[src/sv/gbtm_pkg.sv]
// Shared constants, types and helpers for the Gaussian blur threshold mask block.
`timescale 1ns / 1ps
`default_nettype none

package gbtm_pkg;

    // Line store geometry
    localparam int MAX_WIDTH = 2048;
    localparam int ADDR_W    = $clog2(MAX_WIDTH);
    localparam int COL_W     = ADDR_W + 1;

    // Field widths
    localparam int DIM_W   = 12;
    localparam int ROW_W   = DIM_W + 1;
    localparam int LIMIT_W = 9;
    localparam int CH_W    = 8;
    localparam int PIX_W   = 3 * CH_W;

    // Queue between the front and back parts
    localparam int FIFO_DEPTH = 4;
    localparam int FIFO_PTR_W = $clog2(FIFO_DEPTH);
    localparam int FIFO_CNT_W = $clog2(FIFO_DEPTH + 1);

    // Configuration port
    localparam int CFG_INDEX_W = 3;
    localparam int CFG_DATA_W  = 12;

    localparam logic [CFG_INDEX_W-1:0] REG_IMAGE_WIDTH  = 3'd0;
    localparam logic [CFG_INDEX_W-1:0] REG_IMAGE_HEIGHT = 3'd1;
    localparam logic [CFG_INDEX_W-1:0] REG_RED_LIMIT    = 3'd2;
    localparam logic [CFG_INDEX_W-1:0] REG_GREEN_LIMIT  = 3'd3;
    localparam logic [CFG_INDEX_W-1:0] REG_BLUE_LIMIT   = 3'd4;

    localparam logic [DIM_W-1:0]   RST_IMAGE_WIDTH  = 12'd640;
    localparam logic [DIM_W-1:0]   RST_IMAGE_HEIGHT = 12'd480;
    localparam logic [LIMIT_W-1:0] RST_RED_LIMIT    = 9'd230;
    localparam logic [LIMIT_W-1:0] RST_GREEN_LIMIT  = 9'd230;
    localparam logic [LIMIT_W-1:0] RST_BLUE_LIMIT   = 9'd180;

    // One window column: three rows, each a packed red/green/blue pixel
    typedef struct packed {
        logic [PIX_W-1:0] top;
        logic [PIX_W-1:0] mid;
        logic [PIX_W-1:0] bot;
    } gbtm_col_t;

    // Which taps take part, and where the result sits in the frame
    typedef struct packed {
        logic top_ok;
        logic bot_ok;
        logic use_left;
        logic use_new;
        logic row_end;
        logic frame_end;
    } gbtm_flags_t;

    // One queued word: the three columns of a window plus its flags
    typedef struct packed {
        gbtm_col_t   left;
        gbtm_col_t   center;
        gbtm_col_t   newest;
        gbtm_flags_t flags;
    } gbtm_entry_t;

    // Width as used: zero acts as one, larger than the line store acts as its size
    function automatic logic [COL_W-1:0] clamp_width(input logic [DIM_W-1:0] width);
        if (width == '0)
            return COL_W'(1);
        else if (int'(width) > MAX_WIDTH)
            return COL_W'(MAX_WIDTH);
        else
            return COL_W'(width);
    endfunction

    // Height as used: zero acts as one
    function automatic logic [DIM_W-1:0] clamp_height(input logic [DIM_W-1:0] height);
        if (height == '0)
            return DIM_W'(1);
        else
            return height;
    endfunction

endpackage

`default_nettype wire

[src/sv/gbtm_fifo.sv]
// Short queue of window words between the front and back parts.
`timescale 1ns / 1ps
`default_nettype none

module gbtm_fifo
    import gbtm_pkg::*;
(
    input  wire logic                  clk,
    input  wire logic                  rst_n,
    input  wire logic                  push,
    input  wire gbtm_entry_t           push_entry,
    input  wire logic                  pop,
    output gbtm_entry_t                head,
    output logic [FIFO_CNT_W-1:0]      count
);

    gbtm_entry_t               slots [FIFO_DEPTH];
    logic [FIFO_PTR_W-1:0]     wr_ptr_reg, wr_ptr_next;
    logic [FIFO_PTR_W-1:0]     rd_ptr_reg, rd_ptr_next;
    logic [FIFO_CNT_W-1:0]     count_reg, count_next;

    // Advance pointers and occupancy
    always_comb
    begin
        wr_ptr_next = push ? (wr_ptr_reg + FIFO_PTR_W'(1)) : wr_ptr_reg;
        rd_ptr_next = pop ? (rd_ptr_reg + FIFO_PTR_W'(1)) : rd_ptr_reg;
        count_next  = count_reg;
        if (push && !pop)
            count_next = count_reg + FIFO_CNT_W'(1);
        else if (pop && !push)
            count_next = count_reg - FIFO_CNT_W'(1);
    end

    always_ff @(posedge clk or negedge rst_n)
    begin
        if (!rst_n)
        begin
            wr_ptr_reg <= '0;
            rd_ptr_reg <= '0;
            count_reg  <= '0;
        end
        else
        begin
            wr_ptr_reg <= wr_ptr_next;
            rd_ptr_reg <= rd_ptr_next;
            count_reg  <= count_next;
        end
    end

    // Store the pushed word
    always_ff @(posedge clk)
    begin
        if (push)
        begin
            slots[wr_ptr_reg] <= push_entry;
        end
    end

    assign head  = slots[rd_ptr_reg];
    assign count = count_reg;

    a_no_underflow: assert property (@(posedge clk) disable iff (!rst_n)
        pop |-> (count_reg != '0))
        else $error("queue popped while empty");

endmodule

`default_nettype wire

[config.mk]
export PLATFORM = sky130hd
export DESIGN_NAME = gbtm_fifo
export DESIGN_NICKNAME = d
export VERILOG_FILES = /design/src/sv/gbtm_pkg.sv /design/src/sv/gbtm_fifo.sv
export SDC_FILE = /design/constraint.sdc
export NUM_CORES = 1
export LEC_CHECK = 0
export ABC_AREA = 1
export BUFFER_PORTS_ARGS = -buffer_cell sky130_fd_sc_hd__buf_2
export CORE_MARGIN = 3
export CORE_UTILIZATION = 50
export CTS_CLUSTER_DIAMETER = 120
export DETAILED_ROUTE_END_ITERATION = 16
export PLACE_DENSITY_LB_ADDON = 0.2
export SYNTH_ARGS = -nofsm -noshare
export SYNTH_HDL_FRONTEND = slang
export SYNTH_SLANG_ARGS = --single-unit
[constraint.sdc]
create_clock -name clk -period 12.95 [get_ports clk]
set_input_delay 1.9425 -clock clk [delete_from_list [all_inputs] [get_ports clk]]
set_output_delay 1.9425 -clock clk [all_outputs]
set_load 0.05 [all_outputs]
==> results.yml, run 1 <==
drt:
  routed_wl_mm: 77.01
  drt_iter0_drc: 1200
  num_vias: 20970
  postRouteAntennaNets: 0
  drc: 0
  drtPass1Iterations: 5
  viasPerCell: 5.140
  wl_per_cell_um: 18.88
cells_and_area:
  layout_commonest_cell: "edfxtp_1"
  finalNetCount: 3280
  layout.cells.non_filler: 4079
  drive_gt1_share_pct: 22.40
  largest_reg_flops: 888
  syn_to_final_growth_pct: 15.83
  final_cell_mix: "edfxtp_1, nand2_1, inv_1, buf_2, o211ai_1"
sta:
  clock.fmax_mhz: 163.9
  skew_ns: 0.02708
  slew_viol_final: 0
  setup_viol: 0
  tns_ns: 0
  slew_headroom_pct: 22.94
  post-route-period-util_pct: 47.11
  worst_slew_pin_slew_ns: 1.156
  period_needed_ns: 6.101
  rsz0062_at_grt: "no"
  hold_viol_final: 0
worst_setup_path:
  endpoint_kind: "primary output"
  r2r.worst_path.cells: 6
  worstSetupStartpoint: "rd_ptr_reg[0]"
  reg2reg_from: "wr_ptr_reg[0]"
  reg2reg_slack_ns: 9.36
  slowest_stage: "buf_4"
  r2r_end: "slots[2][85]"
  crit_fanout: 220
  critical_path_class: "register to primary output"
  path_cells: "buf_12, buf_4, o211ai_1, nand2_1, buf_2"
  worst_ep_required_time_ns: 11.01
  endpoint: "head[115]"
  critPathArrivalTime_ns: 4.16
  cp_slowest_stage_delay_ns: 1.01
  critPathLaunchType: "register"
synth:
  synth_nets: 2868
  synth.cell_area_um2: 35900
  synth.avg_cell_area_um2: 13.62
  netlist_instances: 2636
  seq_area_frac_synth_pct: 74.76
  synth_compound_area_share_pct: 10.69
  synthAdderAreaFrac_pct: 0.2300
  synthSimpleGateAreaFrac_pct: 7.130
  synth-seq-cells: 895
  ys_warn_count: 0
  synth_mux_area_share_pct: 0
  yosysUniqueCellTypes: 18
  synth_xor_area_share_pct: 0.09757
  synth_top_family_by_area: "compound AO/OA/AOI/OAI gates"
clock_network:
  cts.hold.buffers_added: 0
  cts.sinks: 895
  post_cts_resized: 0
  postCtsSetupBuffers: 0
  root_buffer: "clkbuf_16"
  cts_tree: "built"
  clk_pin_slew_ns: 0.06
  clk_path_buf_depth: 3
  cts-buffers-inserted: 91
  htree_levels: 3
  insertion_delay_ns: 0.63
placed_design:
  dp_cells: 3895
  io_buffers: 450
  gp_congestion: 0.7614
  hpwl_mm: 44.73
flow_run:
  max_cap_viol_count: 0
floorplanning:
  die_h_um: 274.0
  ios: 451
  core-area_um2: 70640
  fp.dieW_um: 274.0
  row_count: 97
  die_area_um2: 75060
  initial_utilization_pct: 50.83
grt:
  grt_pass1_wl_mm: 116.3
  grt_pass1_vias: 20680
  overflow: 0
  grt_max_degree: 241
  grt_usage_pct: 20.09
  antenna_found_initial: 26
min_path:
  min_path_type: "register to register"
run_status:
  outcome: "completed"
-- cells in the mapped netlist --
cell / number / area share, %
edfxtp_1: 888 / 74
nand2_1: 679 / 7.1
inv_1: 455 / 4.8
o211ai_1: 344 / 7.2
buf_2: 116 / 1.6
o211ai_2: 100 / 3.5
buf_6: 12 / 0.38
buf_4: 11 / 0.23
clkbuf_1: 10 / 0.10
dfrtp_1: 7 / 0.49
ha_1: 5 / 0.17
xor2_1: 3 / 0.073
fa_1: 1 / 0.056
inv_2: 1 / 0.010
nand3_1: 1 / 0.014
nand4_1: 1 / 0.017
o21ai_0: 1 / 0.014
xnor2_1: 1 / 0.024
-- kinds of logic after synthesis --
logic type / Yosys count
buffers and inverters: 605
DFF: 895
xor gates and xnor gates: 4
and+or+nand+nor: 681
AOI/OAI and AO/OA: 445
adders and majority gates: 6
-- routing by layer --
metal	track usage, %	vias to the layer above	part of all wire, %
li1	-	10060	-
met1	24.99	10250	41
met2	34.15	484	50
met3	5.014	157	6.1
met4	7.376	18	3.1
met5	0	-	0.18
-- area by class of cell --
cell class	instances	area (um2)
Multi-Input combinational cell	1136	6516
Clock inverter	53	427.9
Antenna cell	19	47.55
Timing Repair Buffer	468	2425
Tap cell	940	1176
Inverter	456	1749
Fill cell	5472	29050
Sequential cell	895	26850
Clock buffer	112	2399
-- per-stage QoR --
step | util, % | cell area, um2 | hold WS, ns | setup slack (ns)
floorplan | - | 35900 | 0.4915 | 5.854
global placement | 54.81 | 38710 | 0.4856 | 7.699
detailed placement | 54.81 | 38710 | 0.4966 | 7.569
CTS | 58.81 | 41540 | 0.5079 | 6.861
global route | 58.85 | 41570 | 0.5357 | 6.502
finish | 58.88 | 41590 | 0.5027 | 6.849
-- worst min-delay path by stage --
stage	start	to	slack, ns	depth (start not counted)
floorplan	wr_ptr_reg[0]	wr_ptr_reg[0]	0.49	1
global placement	count[2]	count[2]	0.49	2
detailed placement	count[2]	count[2]	0.50	2
CTS	count[2]	count[2]	0.51	2
global route	count[2]	count[2]	0.54	2
finish	count[2]	count[2]	0.50	2
-- critical path: cells and delay by family (launching register included) --
family / cells / cell delay (ns)
AOI/OAI and AO/OA: 1 / 0.22
DFF: 1 / 0.88
buffers and inverters: 3 / 2.00
and+or+nand+nor: 1 / 0.16
Power of run 1 is left out: the tool's default activity adds up to more than one toggle a clock period on the data nets, which glitch-free logic cannot reach.
==> run 2, diff against run 1 <==
==> constraint.sdc (replaced) <==
create_clock -name clk -period 6.2 [get_ports clk]
set_input_delay 0.93 -clock clk [delete_from_list [all_inputs] [get_ports clk]]
set_output_delay 0.93 -clock clk [all_outputs]
set_load 0.05 [all_outputs]
==> results.yml, run 2 (synthesized netlist as in run 1, its figures left out) <==
floorplanning:
  initial_utilization_pct: 50.83
  row_count: 97
  die_area_um2: 75060
  fp.dieW_um: 274.0
  core-area_um2: 70640
  ios: 451
  die_h_um: 274.0
clock_network:
  htree_levels: 3
  cts.hold.buffers_added: 0
  root_buffer: "clkbuf_16"
  cts-buffers-inserted: 90
  cts.sinks: 895
  postCtsSetupBuffers: 0
  clk_pin_slew_ns: 0.06
  cts_tree: "built"
  post_cts_resized: 0
  insertion_delay_ns: 0.63
  clk_path_buf_depth: 3
cells_and_area:
  fin_util_pct: 59.00
  layout_commonest_cell: "edfxtp_1"
  finalNetCount: 3287
  drive_gt1_share_pct: 22.13
  largest_reg_flops: 888
  final_cell_mix: "edfxtp_1, nand2_1, inv_1, buf_2, o211ai_1"
  syn_to_final_growth_pct: 16.07
  final.fill_count: 5498
worst_setup_path:
  critPathArrivalTime_ns: 3.39
  worst_ep_required_time_ns: 5.27
  crit_fanout: 105
  critical_path_class: "register to primary output"
  endpoint_kind: "primary output"
  critPathLaunchType: "register"
drt:
  drt_iter0_drc: 1419
  num_vias: 21150
  wl_met2_mm: 39.24
  viasPerCell: 5.180
  routed.top_layer: "met5"
  drtPass1Iterations: 5
  route.met3.wl_mm: 5.259
  drc: 0
  wl_met1_mm: 31.13
  routed_wl_mm: 78.24
  wl_per_cell_um: 19.16
  postRouteAntennaNets: 0
sta:
  clock.fmax_mhz: 231.3
  post-route-period-util_pct: 69.74
  worst_slew_pin_slew_ns: 1.126
  skew_ns: 0.01471
  slew_viol_final: 0
  setup_viol: 0
  hold_viol_final: 0
  period_needed_ns: 4.324
  slew_headroom_pct: 24.95
  tns_ns: 0
  rsz0062_at_grt: "no"
flow_run:
  max_cap_viol_count: 0
placed_design:
  hpwl_mm: 46.57
  io_buffers: 450
  gp_congestion: 0.8103
grt:
  grt_pass1_vias: 20690
  grt_usage_pct: 20.42
  overflow: 0
  antenna_found_initial: 27
  grt_pass1_wl_mm: 118.4
  grt_max_degree: 178
run_status:
  outcome: "completed"
pwr:
  switchingPower_mw: 10.69
  worst_ir_drop_vdd_mv: 0.6558
  power_density_nw_per_um2: 569.7
  p_leak_nw: 16.62
  combPwrFrac_pct: 43.9
  seqPwrFrac_pct: 35.0
  p_int_mw: 13.05
  clock_power_share_pct: 21.1
  swShare_pct: 45.04
min_path:
  min_path_type: "primary input to asynchronous set/reset pin"
run 2: area by class of cell:
class	instances	area [um2]	area share, %
Tap cell	940	1176	2.822
Inverter	456	1749	4.197
Sequential cell	895	26850	64.43
Clock inverter	35	305.3	0.7326
Clock buffer	125	2405	5.771
Timing Repair Buffer	476	2623	6.293
Multi-Input combinational cell	1136	6516	15.64
Antenna cell	20	50.05	0.1201
run 2: per-stage QoR:
step | setup slack (ns) | hold slack (ns) | cells | instance area, um2 | total power, mW
3_5_place_dp | 2.538 | 0.5080 | 3903 | 38910 | 18.98
4_1_cts | 1.862 | 0.1107 | 4063 | 41620 | 24.00
3_3_place_gp | 2.549 | 0.4915 | 3903 | 38910 | 18.81
6_report | 1.876 | 0.1555 | 4083 | 41670 | 23.74
5_1_grt | 1.737 | 0.1233 | 4076 | 41660 | 24.92
2_1_floorplan | 0.1163 | 0.4915 | 2636 | 35900 | 16.51
run 2: power by group through the flow:
| stage | registers, mW | logic, mW | clock network, mW |
|---|---|---|---|
| 3_5_place_dp | 8.43 | 10.5 | 0 |
| 6_report | 8.31 | 10.4 | 5.01 |
| 4_1_cts | 8.31 | 10.6 | 5.12 |
| 3_3_place_gp | 8.38 | 10.4 | 0 |
| 5_1_grt | 8.39 | 11.1 | 5.38 |
| 2_1_floorplan | 8.51 | 8.00 | 0 |
run 2: final timing paths:
path,start,endpoint,slack [ns],cells after the start
worst min register to register,count[2],count[2],0.52,2
worst min-delay path,rst_n,wr_ptr_reg[1],0.16,1
worst max-delay path,rd_ptr_reg[1],head[28],1.88,5
worst max register to register,wr_ptr_reg[0],slots[0][105],3.61,5
max in group asynchronous,rst_n,rd_ptr_reg[0],5.84,1
min in group clk,push_entry[96],slots[3][96],0.51,1
run 2: critical path, cell delays in order, from the launching register on:
cell and delay [ns]:
dfrtp_4 0.65, inv_8 0.69, buf_12 0.45, o211ai_1 0.19, nand2_1 0.18, buf_2 0.30
run 2: metal layers:
metal  GRT usage, %  up-vias
met4          8.173       18
met1          25.75    10330
met5              0        -
met2          34.28      576
met3          4.734      152
li1               -    10080
Power figures use the tool's default switching activity.
