## src/sv/gbtm_pkg.sv

```systemverilog
// Shared constants, types and helpers for the Gaussian blur threshold mask block.
`timescale 1ns / 1ps
`default_nettype none

package gbtm_pkg;

    // Line store geometry
    localparam int MAX_WIDTH = 2048;
    localparam int ADDR_W    = $clog2(MAX_WIDTH);
    localparam int COL_W     = ADDR_W + 1;

    // Field widths
    localparam int DIM_W   = 12;
    localparam int ROW_W   = DIM_W + 1;
    localparam int LIMIT_W = 9;
    localparam int CH_W    = 8;
    localparam int PIX_W   = 3 * CH_W;

    // Queue between the front and back parts
    localparam int FIFO_DEPTH = 4;
    localparam int FIFO_PTR_W = $clog2(FIFO_DEPTH);
    localparam int FIFO_CNT_W = $clog2(FIFO_DEPTH + 1);

    // Configuration port
    localparam int CFG_INDEX_W = 3;
    localparam int CFG_DATA_W  = 12;

    localparam logic [CFG_INDEX_W-1:0] REG_IMAGE_WIDTH  = 3'd0;
    localparam logic [CFG_INDEX_W-1:0] REG_IMAGE_HEIGHT = 3'd1;
    localparam logic [CFG_INDEX_W-1:0] REG_RED_LIMIT    = 3'd2;
    localparam logic [CFG_INDEX_W-1:0] REG_GREEN_LIMIT  = 3'd3;
    localparam logic [CFG_INDEX_W-1:0] REG_BLUE_LIMIT   = 3'd4;

    localparam logic [DIM_W-1:0]   RST_IMAGE_WIDTH  = 12'd640;
    localparam logic [DIM_W-1:0]   RST_IMAGE_HEIGHT = 12'd480;
    localparam logic [LIMIT_W-1:0] RST_RED_LIMIT    = 9'd230;
    localparam logic [LIMIT_W-1:0] RST_GREEN_LIMIT  = 9'd230;
    localparam logic [LIMIT_W-1:0] RST_BLUE_LIMIT   = 9'd180;

    // One window column: three rows, each a packed red/green/blue pixel
    typedef struct packed {
        logic [PIX_W-1:0] top;
        logic [PIX_W-1:0] mid;
        logic [PIX_W-1:0] bot;
    } gbtm_col_t;

    // Which taps take part, and where the result sits in the frame
    typedef struct packed {
        logic top_ok;
        logic bot_ok;
        logic use_left;
        logic use_new;
        logic row_end;
        logic frame_end;
    } gbtm_flags_t;

    // One queued word: the three columns of a window plus its flags
    typedef struct packed {
        gbtm_col_t   left;
        gbtm_col_t   center;
        gbtm_col_t   newest;
        gbtm_flags_t flags;
    } gbtm_entry_t;

    // Width as used: zero acts as one, larger than the line store acts as its size
    function automatic logic [COL_W-1:0] clamp_width(input logic [DIM_W-1:0] width);
        if (width == '0)
            return COL_W'(1);
        else if (int'(width) > MAX_WIDTH)
            return COL_W'(MAX_WIDTH);
        else
            return COL_W'(width);
    endfunction

    // Height as used: zero acts as one
    function automatic logic [DIM_W-1:0] clamp_height(input logic [DIM_W-1:0] height);
        if (height == '0)
            return DIM_W'(1);
        else
            return height;
    endfunction

endpackage

`default_nettype wire

```

## src/sv/gbtm_back.sv

```systemverilog
// Back part: weighted 3x3 sum per channel, divide by 16, threshold, result register.
`timescale 1ns / 1ps
`default_nettype none

module gbtm_back
    import gbtm_pkg::*;
(
    input  wire logic                  clk,
    input  wire logic                  rst_n,
    input  wire logic [FIFO_CNT_W-1:0] fifo_count,
    input  wire gbtm_entry_t           head,
    output logic                       fifo_pop,
    input  wire logic [LIMIT_W-1:0]    red_limit,
    input  wire logic [LIMIT_W-1:0]    green_limit,
    input  wire logic [LIMIT_W-1:0]    blue_limit,
    input  wire logic                  pop,
    output logic                       empty,
    output logic                       mask,
    output logic                       row_end,
    output logic                       frame_end
);

    localparam int VSUM_W = CH_W + 2;
    localparam int SUM_W  = CH_W + 4;

    logic out_valid_reg, out_valid_next;
    logic mask_reg, row_end_reg, frame_end_reg;
    logic mask_next;
    logic take;

    logic [VSUM_W-1:0] v_left   [3];
    logic [VSUM_W-1:0] v_center [3];
    logic [VSUM_W-1:0] v_new    [3];
    logic [SUM_W-1:0]  total    [3];
    logic [CH_W-1:0]   blur     [3];

    // Vertical 1-2-1 sum of one channel of one column; skipped rows add nothing
    function automatic logic [VSUM_W-1:0] col_sum(
        input logic [CH_W-1:0] t,
        input logic [CH_W-1:0] m,
        input logic [CH_W-1:0] b,
        input logic            top_ok,
        input logic            bot_ok
    );
        logic [VSUM_W-1:0] s;
        s = {1'b0, m, 1'b0};
        if (top_ok)
            s = s + {2'b00, t};
        if (bot_ok)
            s = s + {2'b00, b};
        return s;
    endfunction

    // Blur each channel and compare against its limit
    always_comb
    begin
        for (int k = 0; k < 3; k++)
        begin
            v_left[k]   = col_sum(head.left.top[(2-k)*CH_W +: CH_W],
                                  head.left.mid[(2-k)*CH_W +: CH_W],
                                  head.left.bot[(2-k)*CH_W +: CH_W],
                                  head.flags.top_ok, head.flags.bot_ok);
            v_center[k] = col_sum(head.center.top[(2-k)*CH_W +: CH_W],
                                  head.center.mid[(2-k)*CH_W +: CH_W],
                                  head.center.bot[(2-k)*CH_W +: CH_W],
                                  head.flags.top_ok, head.flags.bot_ok);
            v_new[k]    = col_sum(head.newest.top[(2-k)*CH_W +: CH_W],
                                  head.newest.mid[(2-k)*CH_W +: CH_W],
                                  head.newest.bot[(2-k)*CH_W +: CH_W],
                                  head.flags.top_ok, head.flags.bot_ok);
            total[k] = {1'b0, v_center[k], 1'b0}
                     + (head.flags.use_left ? {2'b00, v_left[k]} : '0)
                     + (head.flags.use_new ? {2'b00, v_new[k]} : '0);
            blur[k]  = total[k][SUM_W-1:4];
        end
        mask_next = ({1'b0, blur[0]} < red_limit)
                 && ({1'b0, blur[1]} < green_limit)
                 && ({1'b0, blur[2]} < blue_limit);
    end

    // Take a word whenever the result register is free or being drained
    assign take     = (fifo_count != '0) && (!out_valid_reg || pop);
    assign fifo_pop = take;

    always_comb
    begin
        out_valid_next = out_valid_reg;
        if (take)
            out_valid_next = 1'b1;
        else if (pop)
            out_valid_next = 1'b0;
    end

    always_ff @(posedge clk or negedge rst_n)
    begin
        if (!rst_n)
        begin
            out_valid_reg <= 1'b0;
        end
        else
        begin
            out_valid_reg <= out_valid_next;
        end
    end

    // Load the result register
    always_ff @(posedge clk)
    begin
        if (take)
        begin
            mask_reg      <= mask_next;
            row_end_reg   <= head.flags.row_end;
            frame_end_reg <= head.flags.frame_end;
        end
    end

    assign empty     = !out_valid_reg;
    assign mask      = mask_reg;
    assign row_end   = row_end_reg;
    assign frame_end = frame_end_reg;

    a_frame_in_row: assert property (@(posedge clk) disable iff (!rst_n)
        out_valid_reg && frame_end_reg |-> row_end_reg)
        else $error("frame end without row end");

endmodule

`default_nettype wire

```

## config.mk

```make
export PLATFORM = sky130hd
export DESIGN_NAME = gbtm_back
export DESIGN_NICKNAME = d
export VERILOG_FILES = /design/src/sv/gbtm_pkg.sv /design/src/sv/gbtm_back.sv
export SDC_FILE = /design/constraint.sdc
export NUM_CORES = 1
export LEC_CHECK = 0
export BUFFER_PORTS_ARGS = -buffer_cell sky130_fd_sc_hd__buf_2
export CAP_MARGIN = 25
export CORE_ASPECT_RATIO = 2
export CORE_UTILIZATION = 55
export DETAILED_ROUTE_END_ITERATION = 10
export PLACE_DENSITY = 0.81
export RECOVER_POWER = 50
export SLEW_MARGIN = 10
export SYNTH_ARGS = -nofsm -noshare
export SYNTH_HDL_FRONTEND = slang
export SYNTH_SLANG_ARGS = --single-unit
export TNS_END_PERCENT = 100
```

## constraint.sdc

```tcl
create_clock -name clk -period 2 [get_ports clk]
set_clock_uncertainty 0.15 [all_clocks]
set_input_delay 0.2 -clock clk [delete_from_list [all_inputs] [get_ports clk]]
set_output_delay 0.2 -clock clk [all_outputs]
set_load 0.02 [all_outputs]
```

==> results of run 1 <==
==> layer usage <==
layer / GRT usage (%) / part of all wire, %
met5: 0 / 0.033
met4: 39.1 / 11
met2: 80.6 / 52
met1: 35.2 / 31
met3: 7.48 / 6.3
==> logic make-up (layout without fill, tap and decap cells) <==
kind of cell    count (synthesis)  count (layout)  share of synthesized area, %
xor+xnor                       52              52                          4.65
simple gates                  421             421                          20.9
other cells                     0               2                             0
compound gates                484             484                          31.7
buf+inv                       183             840                          6.89
fa+ha+maj                     228             228                          30.7
flops                           4               4                          1.11
mux                            40              40                          4.12
==> repair_timing <==
item | CTS | global route
endpoints found under the setup margin | 1 | 1
cloned | 0 | 0
pin swaps | 9 | 9
resized for setup | 27 | 31
endpoints found under the hold margin | 3 | 0
hold buffers | 3 | 0
buffers inserted | 2 | 3
==> worst paths after layout <==
| path | from | end | slack [ns] |
|---|---|---|---|
| setup / recovery | head[110] | mask | -3.86 |
| hold / removal | pop | out_valid_reg | 0.05 |
| setup reg to reg | out_valid_reg | frame_end | 0.59 |
| hold reg to reg | out_valid_reg | out_valid_reg | 0.46 |
| max in group asynchronous | rst_n | out_valid_reg | 1.47 |
| min in group asynchronous | rst_n | out_valid_reg | 0.14 |
==> cells in the mapped netlist, types with 42 or more instances <==
cell type,n,area [um^2]
a211oi_1,55,413
a21o_1,49,368
a21oi_1,75,375
fa_1,45,901
ha_1,183,2290
inv_1,146,548
nand2_1,71,267
nor2_1,120,450
nor2b_1,48,300
nor3_1,46,230
o21a_1,42,315
o21ai_0,127,636
==> per-stage QoR <==
step / total power [mW] / utilization, % / area [um^2]
6_report: 9.16 / 85.7 / 15800
5_1_grt: 9.98 / 85.7 / 15800
4_1_cts: 8.83 / 84.8 / 15600
3_5_place_dp: 8.34 / 83.7 / 15400
3_3_place_gp: 7.94 / 83.7 / 15400
2_1_floorplan: 5.06 / - / 10800
==> power groups by stage <==
stage	clock network, mW	logic [mW]	registers [mW]
5_1_grt	0.353	9.50	0.127
3_5_place_dp	0	8.21	0.128
3_3_place_gp	0	7.81	0.127
2_1_floorplan	0	4.93	0.134
4_1_cts	0.353	8.35	0.127
6_report	0.344	8.69	0.128
==> layout make-up <==
class / count / area (um^2)
fillers: 1071 / 2640
repair buffers: 689 / 4610
clock buffers: 4 / 78.8
well taps: 216 / 270
inverters: 147 / 552
flip-flops and latches: 4 / 115
multi-input cells: 1225 / 10100
diodes: 2 / 5.00
==> critical path, cell delays in order <==
cell	delay (ns)
buf_2	0.11
ha_1	0.20
inv_1	0.08
fa_2	0.47
a21oi_4	0.18
buf_4	0.15
ha_1	0.25
nor2b_1	0.16
o31a_1	0.28
o221ai_2	0.19
a21boi_0	0.11
o21ai_1	0.17
xnor3_1	0.28
fa_1	0.56
inv_2	0.05
ha_4	0.25
and3_1	0.15
a21oi_2	0.15
o21ai_2	0.10
buf_4	0.15
o21ai_0	0.20
nand2b_1	0.10
ha_1	0.32
nand4b_1	0.19
buf_4	0.19
a211oi_1	0.35
nor4_2	0.09
==> run summary, run 1 <==
outcome = complete, but fails checks
failing checks = negative setup slack
yosys warns = 0
IO buf count = 259
mean area per synthesized cell = 7.36 um^2
max_cap viols = 0
Post-Place Setup Slack = -4.04 ns
Routed Antenna Nets = 0
worst vdd ir = 654 uV
R2R depth = 1
Via density = 6.20
switching power = 4.34 mW
period utilization = 293%
Post-Place Cells = 2,273
Total GRT Usage = 42.0%
first-pass GRT wire length = 65,800 um
DIE AREA = 0.0195 mm^2
Detail Placement HPWL = 34,800 um
Post-Synthesis Cell Area = 0.0104 mm^2
worst-path maximum fanout = 4
area grow syn2layout = 51.6%
commonest cells after routing, fill and taps aside = 422 x buf_4, 256 x buf_2, 155 x ha_1, 142 x inv_1, 119 x nor2_1
vias in the first global route = 15,056
Seq cells post-synth = 4
antenna violations before repair = 3
CTS Root Cell = clkbuf_16
Routed WL per cell = 18.4 um
CTS Buf Count = 3
Initial Utilization = 56.5%
RSZ-0062 raised after global routing = true
global route overflow = 0
largest net degree at the start of global routing = 29
H-tree depth = 1
final worst slack = -3.86 ns
row cnt = 70
sequential area share after synthesis = 1.11%
sequential share of power = 1.4%
EDFF count, synth = 3
async set-reset flop share out of synthesis = 25.0%
Slew @ Worst Pin = 0.936 ns
commonest non-fill, non-tap cell in the layout = buf_4
worst hold path type = primary input to flop
minimum clock period = 5.86 ns
Die Height = 196 um
Final GP Congestion = 1.01
Power Internal = 4.82 mW
clk buf depth = 2
# clock sinks = 4
Synth Instances = 1,412
routed wire length = 42,200 um
Final Net Count = 2,553
drt drc = 0
drt pass-1 iters = 5
crit path launch type = primary input
Hold Vio Cnt, Final = 0
Vias = 14,189
Clk pwr share = 3.8%
f_max = 171 MHz
LEAKAGE = 8.08 nW
layout cells sized above 1 = 40.2%
DRT iter0 DRCs = 678
CP endpoint kind = flop
PwrDens = 582 mW/mm^2
CTS clk-pin slew, worst paths = 0.04 ns
crit path DAT = 5.68 ns
Clock Latency Late Sink = 0.23 ns
crit path kind = primary input to flop
switch share = 47.4%
setup TNS = -3.86 ns
Worst EP required = 1.82 ns
Core ar. = 0.0184 mm^2
final non-filler cell total = 2,287
CTS tree = built
Worst Hold Depth = 2
Netlist cell types = 72
final hold slack = 0.0539 ns
logic gate share of total power = 94.8%
Syn Nets = 1,895
Finish-stage setup viols = 1
dominant synthesized flop cell = edfxtp_1
die width = 99.2 um
Slew HR = 37.2%
Slew Limit Fails = 0
IO Count = 260
No activity file was read; power rests on OpenSTA's default activity.
==> run 2, diff against run 1 <==
BUFFER_PORTS_ARGS = -buffer_cell sky130_fd_sc_hd__buf_4   (was -buffer_cell sky130_fd_sc_hd__buf_2)
==> run 2 against run 1 <==
Effect of this change:
- the flow now stops in global routing
- synthesized area did not move
- synthesized cell count did not move
==> run summary, run 2 <==
outcome = did not finish (was complete, but fails checks)
Last stage = global routing
Run Error = [ERROR GRT-0116] Global routing finished with congestion. Check the congestion regions in the DRC Viewer.
die width = 99.2 um (unchanged)
dominant synthesized flop cell = edfxtp_1 (unchanged)
H-tree depth = 1 (unchanged)
Netlist cell types = 72 (unchanged)
IO Count = 260 (unchanged)
IO buf count = 259 (unchanged)
Synth Instances = 1,412 (unchanged)
Final GP Congestion = 1.02 (was 1.01)
async set-reset flop share out of synthesis = 25.0% (unchanged)
area leader, netlist = ha_1 (unchanged)
Initial Utilization = 56.5% (unchanged)
Total GRT Usage = 61.9%
Syn Nets = 1,895 (unchanged)
# clock sinks = 4 (unchanged)
Seq cells post-synth = 4 (unchanged)
row cnt = 70 (unchanged)
yosys warns = 0 (unchanged)
global route overflow = 18
Synth top area share = 22.0% (unchanged)
Die Height = 196 um (unchanged)
largest cells by area after synthesis = ha_1 22%, fa_1 8.7%, o21ai_0 6.1%, inv_1 5.3%, nor2_1 4.3% (unchanged)
EDFF count, synth = 3 (unchanged)
Post-Synthesis Cell Area = 0.0104 mm^2 (unchanged)
commonest cells in the netlist = 183 x ha_1, 146 x inv_1, 127 x o21ai_0 (unchanged)
placed cell area = 0.0159 mm^2 (was 0.0154 mm^2)
first-pass GRT wire length = 92,800 um
CTS Root Cell = clkbuf_16 (unchanged)
Detail Placement HPWL = 35,600 um (was 34,800 um)
vias in the first global route = 18,072
sequential area share after synthesis = 1.11% (unchanged)
CTS Buf Count = 3 (unchanged)
clk buf depth = 2 (unchanged)
largest net degree at the start of global routing = 26
most common cell in the netlist = ha_1 (unchanged)
mean area per synthesized cell = 7.36 um^2 (unchanged)
[run 2: cell counts after synthesis]
Identical to the previous run, type by type.
[run 2: cells by family after synthesis]
family          count (synthesis)  synth area share (%)
simple gates                  421                  20.9
fa+ha+maj                     228                  30.7
compound gates                484                  31.7
flops                           4                  1.11
xor+xnor                       52                  4.65
buf+inv                       183                  6.89
mux                            40                  4.12
[run 2: through the flow]
| step | hold slack [ns] | cells | util [%] | setup slack [ns] | TNS (ns) |
|---|---|---|---|---|---|
| floorplan | -0.246 | 1412 | - | -3.38 | -3.38 |
| global placement | -0.175 | 2254 | 86.4 | -3.91 | -3.91 |
| detailed placement | -0.174 | 2254 | 86.4 | -4.20 | -4.20 |
| CTS | 0.0302 | 2284 | 91.3 | -3.65 | -3.65 |
[run 2: routing by layer]
metal	overflow	GRT usage [%]
met1	0	52.0
met2	7	91.2
met3	0	36.9
met4	11	74.6
met5	0	3.98
[run 2: what timing repair did]
| action | 4_1_cts |
|---|---|
| setup buffers | 22 |
| endpoints found under the setup margin | 1 |
| gates resized for setup | 136 |
| pin swaps | 101 |
| hold buffers | 4 |
| endpoints found under the hold margin | 4 |
==> run 3, diff against run 2 <==
CORE_ASPECT_RATIO = not set   (was 2)
CORE_UTILIZATION = 40   (was 55)
PLACE_DENSITY = not set   (was 0.81)
PLACE_DENSITY_LB_ADDON = 0.15   (was not set)
==> run 3 against run 2 <==
Effect of this change:
- the flow now finishes, with violations (negative setup slack)
==> run summary, run 3 (synthesis results as in run 1) <==
outcome = complete, but fails checks (was did not finish)
failing checks = negative setup slack
logic gate share of total power = 94.9%
Routed WL per cell = 14.9 um
Final Net Count = 2,532
LEAKAGE = 8.21 nW
drt pass-1 iters = 5
antenna violations before repair = 1
max_cap viols = 0
DRT iter0 DRCs = 595
switch share = 45.3%
commonest non-fill, non-tap cell in the layout = buf_4
Die Height = 163 um (was 196 um)
crit path kind = primary input to flop
Clk pwr share = 3.7%
crit path DAT = 5.57 ns
Finish-stage setup viols = 1
routed wire length = 35,500 um
Worst EP required = 1.91 ns
Clock Latency Late Sink = 0.22 ns
Final Core Density = 65.0%
Post-Place Setup Slack = -4.03 ns (was -4.20 ns)
Worst path slowest cell = or4_1
die width = 163 um (was 99.2 um)
Vias = 12,617
commonest cells after routing, fill and taps aside = 656 x buf_4, 150 x ha_1, 143 x inv_1, 120 x nor2_1, 88 x o21ai_0
worst-path maximum fanout = 4
IO buf count = 259 (unchanged)
switching power = 4.00 mW
drt drc = 0
largest net degree at the start of global routing = 27
CTS Root Cell = clkbuf_16 (unchanged)
CTS Buf Count = 3 (unchanged)
fillers = 2,239
layout cells sized above 1 = 40.6%
global route overflow = 0
Sequential Area = 115 um^2
PwrDens = 537 mW/mm^2
first-pass GRT wire length = 56,700 um
Detail Placement HPWL = 31,300 um (was 35,600 um)
minimum clock period = 5.66 ns
row cnt = 58 (was 70)
CP endpoint kind = flop
worst vdd ir = 363 uV
area grow syn2layout = 58.5%
# clock sinks = 4 (unchanged)
sequential share of power = 1.4%
Routed Antenna Nets = 0
clk buf depth = 2 (unchanged)
f_max = 177 MHz
CTS clk-pin slew, worst paths = 0.04 ns
Total GRT Usage = 25.9%
area of the multi-input gates = 0.0102 mm^2
final worst slack = -3.66 ns
DIE AREA = 0.0266 mm^2
Initial Utilization = 41.0% (was 56.5%)
Power Internal = 4.83 mW
placed cell area = 0.0160 mm^2 (was 0.0159 mm^2)
Worst Hold Depth = 2
vias in the first global route = 12,422
Slew HR = 59.8%
Core ar. = 0.0253 mm^2
Slew @ Worst Pin = 0.597 ns
Max stage delay on crit path = 0.52 ns
R2R depth = 1
Slew Limit Fails = 0
H-tree depth = 1 (unchanged)
CTS tree = built
Hold Vio Cnt, Final = 0
Via density = 5.30
post-route cell area = 0.0165 mm^2
RSZ-0062 raised after global routing = true
IO Count = 260 (unchanged)
crit path launch type = primary input
period utilization = 283%
worst hold path type = primary input to flop
Final GP Congestion = 0.909 (was 1.02)
run 3: final timing paths:
check | to | slack [ns] | startpoint
max | mask | -3.66 | head[190]
min reg2reg | out_valid_reg | 0.41 | out_valid_reg
max reg2reg | row_end | 0.70 | out_valid_reg
min in group asynchronous | out_valid_reg | 0.17 | rst_n
max in group asynchronous | out_valid_reg | 1.44 | rst_n
min | out_valid_reg | 0.01 | pop
run 3: power by group through the flow:
stage | Clock [mW] | Sequential, mW | Combinational [mW]
after global placement | 0 | 0.123 | 7.83
after global routing | 0.340 | 0.123 | 9.34
after floorplan | 0 | 0.134 | 4.93
after detailed placement | 0 | 0.122 | 8.06
final | 0.331 | 0.121 | 8.39
after CTS | 0.334 | 0.122 | 8.22
run 3: repair_timing:
action | 4_1_cts | 5_1_grt
hold buffers | 2 | 1
pin swaps | 17 | 20
resized for setup | 26 | 52
endpoints found under the setup margin | 1 | 1
setup buffers | 4 | 4
hold endpoints to repair | 2 | 1
run 3: cell type report:
type                            instances  share of cell area, %
Clock buffer                            4                  0.479
Tap cell                              330                   2.51
Multi-Input combinational cell       1225                   62.2
Timing Repair Buffer                  668                   30.8
Inverter                              147                   3.35
Antenna cell                            1                 0.0152
Sequential cell                         4                  0.699
run 3: through the flow:
| step | hold WS, ns | setup TNS (ns) | power [mW] | std cells |
|---|---|---|---|---|
| 2_1_floorplan | -0.246 | -3.38 | 5.06 | 1412 |
| 3_3_place_gp | -0.173 | -3.99 | 7.96 | 2363 |
| 3_5_place_dp | -0.173 | -4.03 | 8.18 | 2363 |
| 4_1_cts | 0.00415 | -3.65 | 8.67 | 2373 |
| 5_1_grt | 0.0432 | -3.93 | 9.81 | 2378 |
| 6_report | 0.0110 | -3.66 | 8.84 | 2379 |
run 3: worst max-delay path: cells and delay by family:
family          cells  cell delay [ns]
fa+ha+maj           6             1.95
compound gates      9             1.57
simple gates        7             1.31
mux                 1             0.08
xor+xnor            1             0.21
buf+inv             3             0.24
run 3: per-layer routing:
| layer | track usage, % | share of wire, % | vias up |
|---|---|---|---|
| met2 | 49.8 | 51 | 279 |
| met1 | 31.5 | 43 | 5826 |
| met5 | 0 | 0 | - |
| met3 | 1.19 | 3.7 | 34 |
| li1 | - | - | 6478 |
| met4 | 4.63 | 1.7 | 0 |
==> run 4, diff against run 3 <==
REMOVE_ABC_BUFFERS = 1   (was not set)
==> run 4 against run 3 <==
Effect of this change:
- the run still ends with negative setup slack left
- combinational power is 6.4% higher
- final cell count is 2.0% higher
- critical path depth is 1 lower
- clock-buffer cell count stayed put
- sequential power is 3% higher
- utilization is 2.1 points higher
- non-clock buffer count is 47 higher
- worst setup slack worse by 0.098 ns
- power is 6.5% higher
- die area stayed put
- maximum frequency is 1.7% lower
==> run summary, run 4 (synthesis results as in run 1) <==
commonest non-fill, non-tap cell in the layout = buf_4 (unchanged)
row cnt = 58 (unchanged)
# clock sinks = 4 (unchanged)
crit path launch type = primary input (unchanged)
CP endpoint kind = flop (unchanged)
CP dominant cell by count = ha_1
Slew Limit Fails = 0 (unchanged)
CP delay by family, top = adder cells (unchanged)
CP Buf/Inv Count = 4 (was 3)
fillers = 2,169 (was 2,239)
Initial Utilization = 41.0% (unchanged)
vias in the first global route = 12,888 (was 12,422)
DRT iter0 DRCs = 504 (was 595)
CTS tree = built (unchanged)
outcome = complete, but fails checks (unchanged)
area grow syn2layout = 63.6% (was 58.5%)
failing checks = negative setup slack (unchanged)
worst vdd ir = 365 uV (was 363 uV)
period utilization = 288% (was 283%)
met2 WL = 18,200 um (was 18,300 um)
CTS Root Cell = clkbuf_16 (unchanged)
layout cells sized above 1 = 43.0% (was 40.6%)
Via density = 5.32 (was 5.30)
Detail Placement HPWL = 30,400 um (was 31,300 um)
Vias = 12,919 (was 12,617)
f_max = 174 MHz (was 177 MHz)
Hold Vio Cnt, Final = 0 (unchanged)
Post-Place Setup Slack = -4.30 ns (was -4.03 ns)
met3 wire length = 1710 um (was 1300 um)
drt drc = 0 (unchanged)
Slew @ Worst Pin = 0.499 ns (was 0.597 ns)
DIE AREA = 0.0266 mm^2 (unchanged)
worst-path maximum fanout = 4 (unchanged)
worst hold path type = primary input to flop (unchanged)
routed wire length = 36,600 um (was 35,500 um)
Max stage delay on crit path = 0.55 ns (was 0.52 ns)
H-tree depth = 1 (unchanged)
LEAKAGE = 8.49 nW (was 8.21 nW)
CTS Buf Count = 3 (unchanged)
global route overflow = 0 (unchanged)
first-pass GRT wire length = 58,300 um (was 56,700 um)
wl on met1 = 16,000 um (was 15,300 um)
top sig layer = met4 (unchanged)
Final Net Count = 2,579 (was 2,532)
RSZ-0062 raised after global routing = true (unchanged)
CTS clk-pin slew, worst paths = 0.04 ns (about the same)
final hold slack = 0.00127 ns (was 0.0110 ns)
PwrDens = 553 mW/mm^2 (was 537 mW/mm^2)
Final Total Pwr = 9.41 mW (was 8.84 mW)
largest net degree at the start of global routing = 26 (was 27)
Total GRT Usage = 26.5% (was 25.9%)
crit path DAT = 5.66 ns (was 5.57 ns)
minimum clock period = 5.75 ns (was 5.66 ns)
final worst slack = -3.75 ns (was -3.66 ns)
max_cap viols = 0 (unchanged)
antenna violations before repair = 2 (was 1)
IO Count = 260 (unchanged)
clk buf depth = 2 (unchanged)
Worst path slowest cell = fa_2 (was or4_1)
Slew HR = 66.7% (was 59.8%)
Finish-stage setup viols = 1 (unchanged)
commonest cells after routing, fill and taps aside = 703 x buf_4, 151 x ha_1, 143 x inv_1, 118 x nor2_1, 81 x o21ai_0 (was 656 x buf_4, 150 x ha_1, 143 x inv_1, 120 x nor2_1, 88 x o21ai_0)
Routed Antenna Nets = 0 (unchanged)
crit path kind = primary input to flop (unchanged)
Routed WL per cell = 15.1 um (was 14.9 um)
Clock Latency Late Sink = 0.24 ns (was 0.22 ns)
IO buf count = 259 (unchanged)
Die Height = 163 um (unchanged)
die width = 163 um (unchanged)
Core ar. = 0.0253 mm^2 (unchanged)
Worst EP required = 1.90 ns (was 1.91 ns)
drt pass-1 iters = 5 (unchanged)
Final GP Congestion = 0.896 (was 0.909)
[run 4: worst paths after layout]
kind,start,to,slack (ns),cells after the start
max,head[182],mask,-3.75,26
min,pop,out_valid_reg,0.001,2
max reg2reg,out_valid_reg,mask,0.89,2
min reg2reg,out_valid_reg,out_valid_reg,0.44,2
max in group asynchronous,rst_n,out_valid_reg,1.45,2
min in group asynchronous,rst_n,out_valid_reg,0.16,2
[run 4: layout make-up]
cell class                 count  area, um^2  share of cell area [%]
antenna                        2        5.00                  0.0294
timing repair buffer         715        5410                    31.8
clock buffer                   4        78.8                   0.464
inverter                     147         552                    3.25
tap                          330         413                    2.43
sequential                     4         115                   0.677
multi-input combinational   1225       10400                    61.3
[run 4: timing repair]
| action | in CTS | in global routing |
|---|---|---|
| setup buffers | 15 | 15 |
| hold endpoints to repair | 3 | 0 |
| hold buffers | 3 | 0 |
| pin swaps | 60 | 59 |
| setup endpoints to repair | 1 | 1 |
| gates resized for setup | 143 | 73 |
[run 4: power by group]
part	internal [mW]	switching (mW)	total, mW
logic	4.82	4.11	8.93
registers	0.113	0.0120	0.125
clock network	0.266	0.0833	0.349
[run 4: stage by stage]
| stage | instances | util (%) | instance area [um^2] | TNS [ns] |
|---|---|---|---|---|
| 2_1_floorplan | 1376 | - | 10200 | -3.77 |
| 3_3_place_gp | 2388 | 62.4 | 15800 | -4.12 |
| 3_5_place_dp | 2388 | 62.4 | 15800 | -4.30 |
| 4_1_cts | 2410 | 65.3 | 16500 | -3.69 |
| 5_1_grt | 2427 | 67.1 | 17000 | -4.01 |
| 6_report | 2427 | 67.1 | 17000 | -3.75 |
[run 4: metal layers]
layer	vias to the layer above	global-route usage, %
met5	-	0
met4	0	5.31
met3	52	2.89
met2	312	49.2
met1	5980	32.6
li1	6575	-
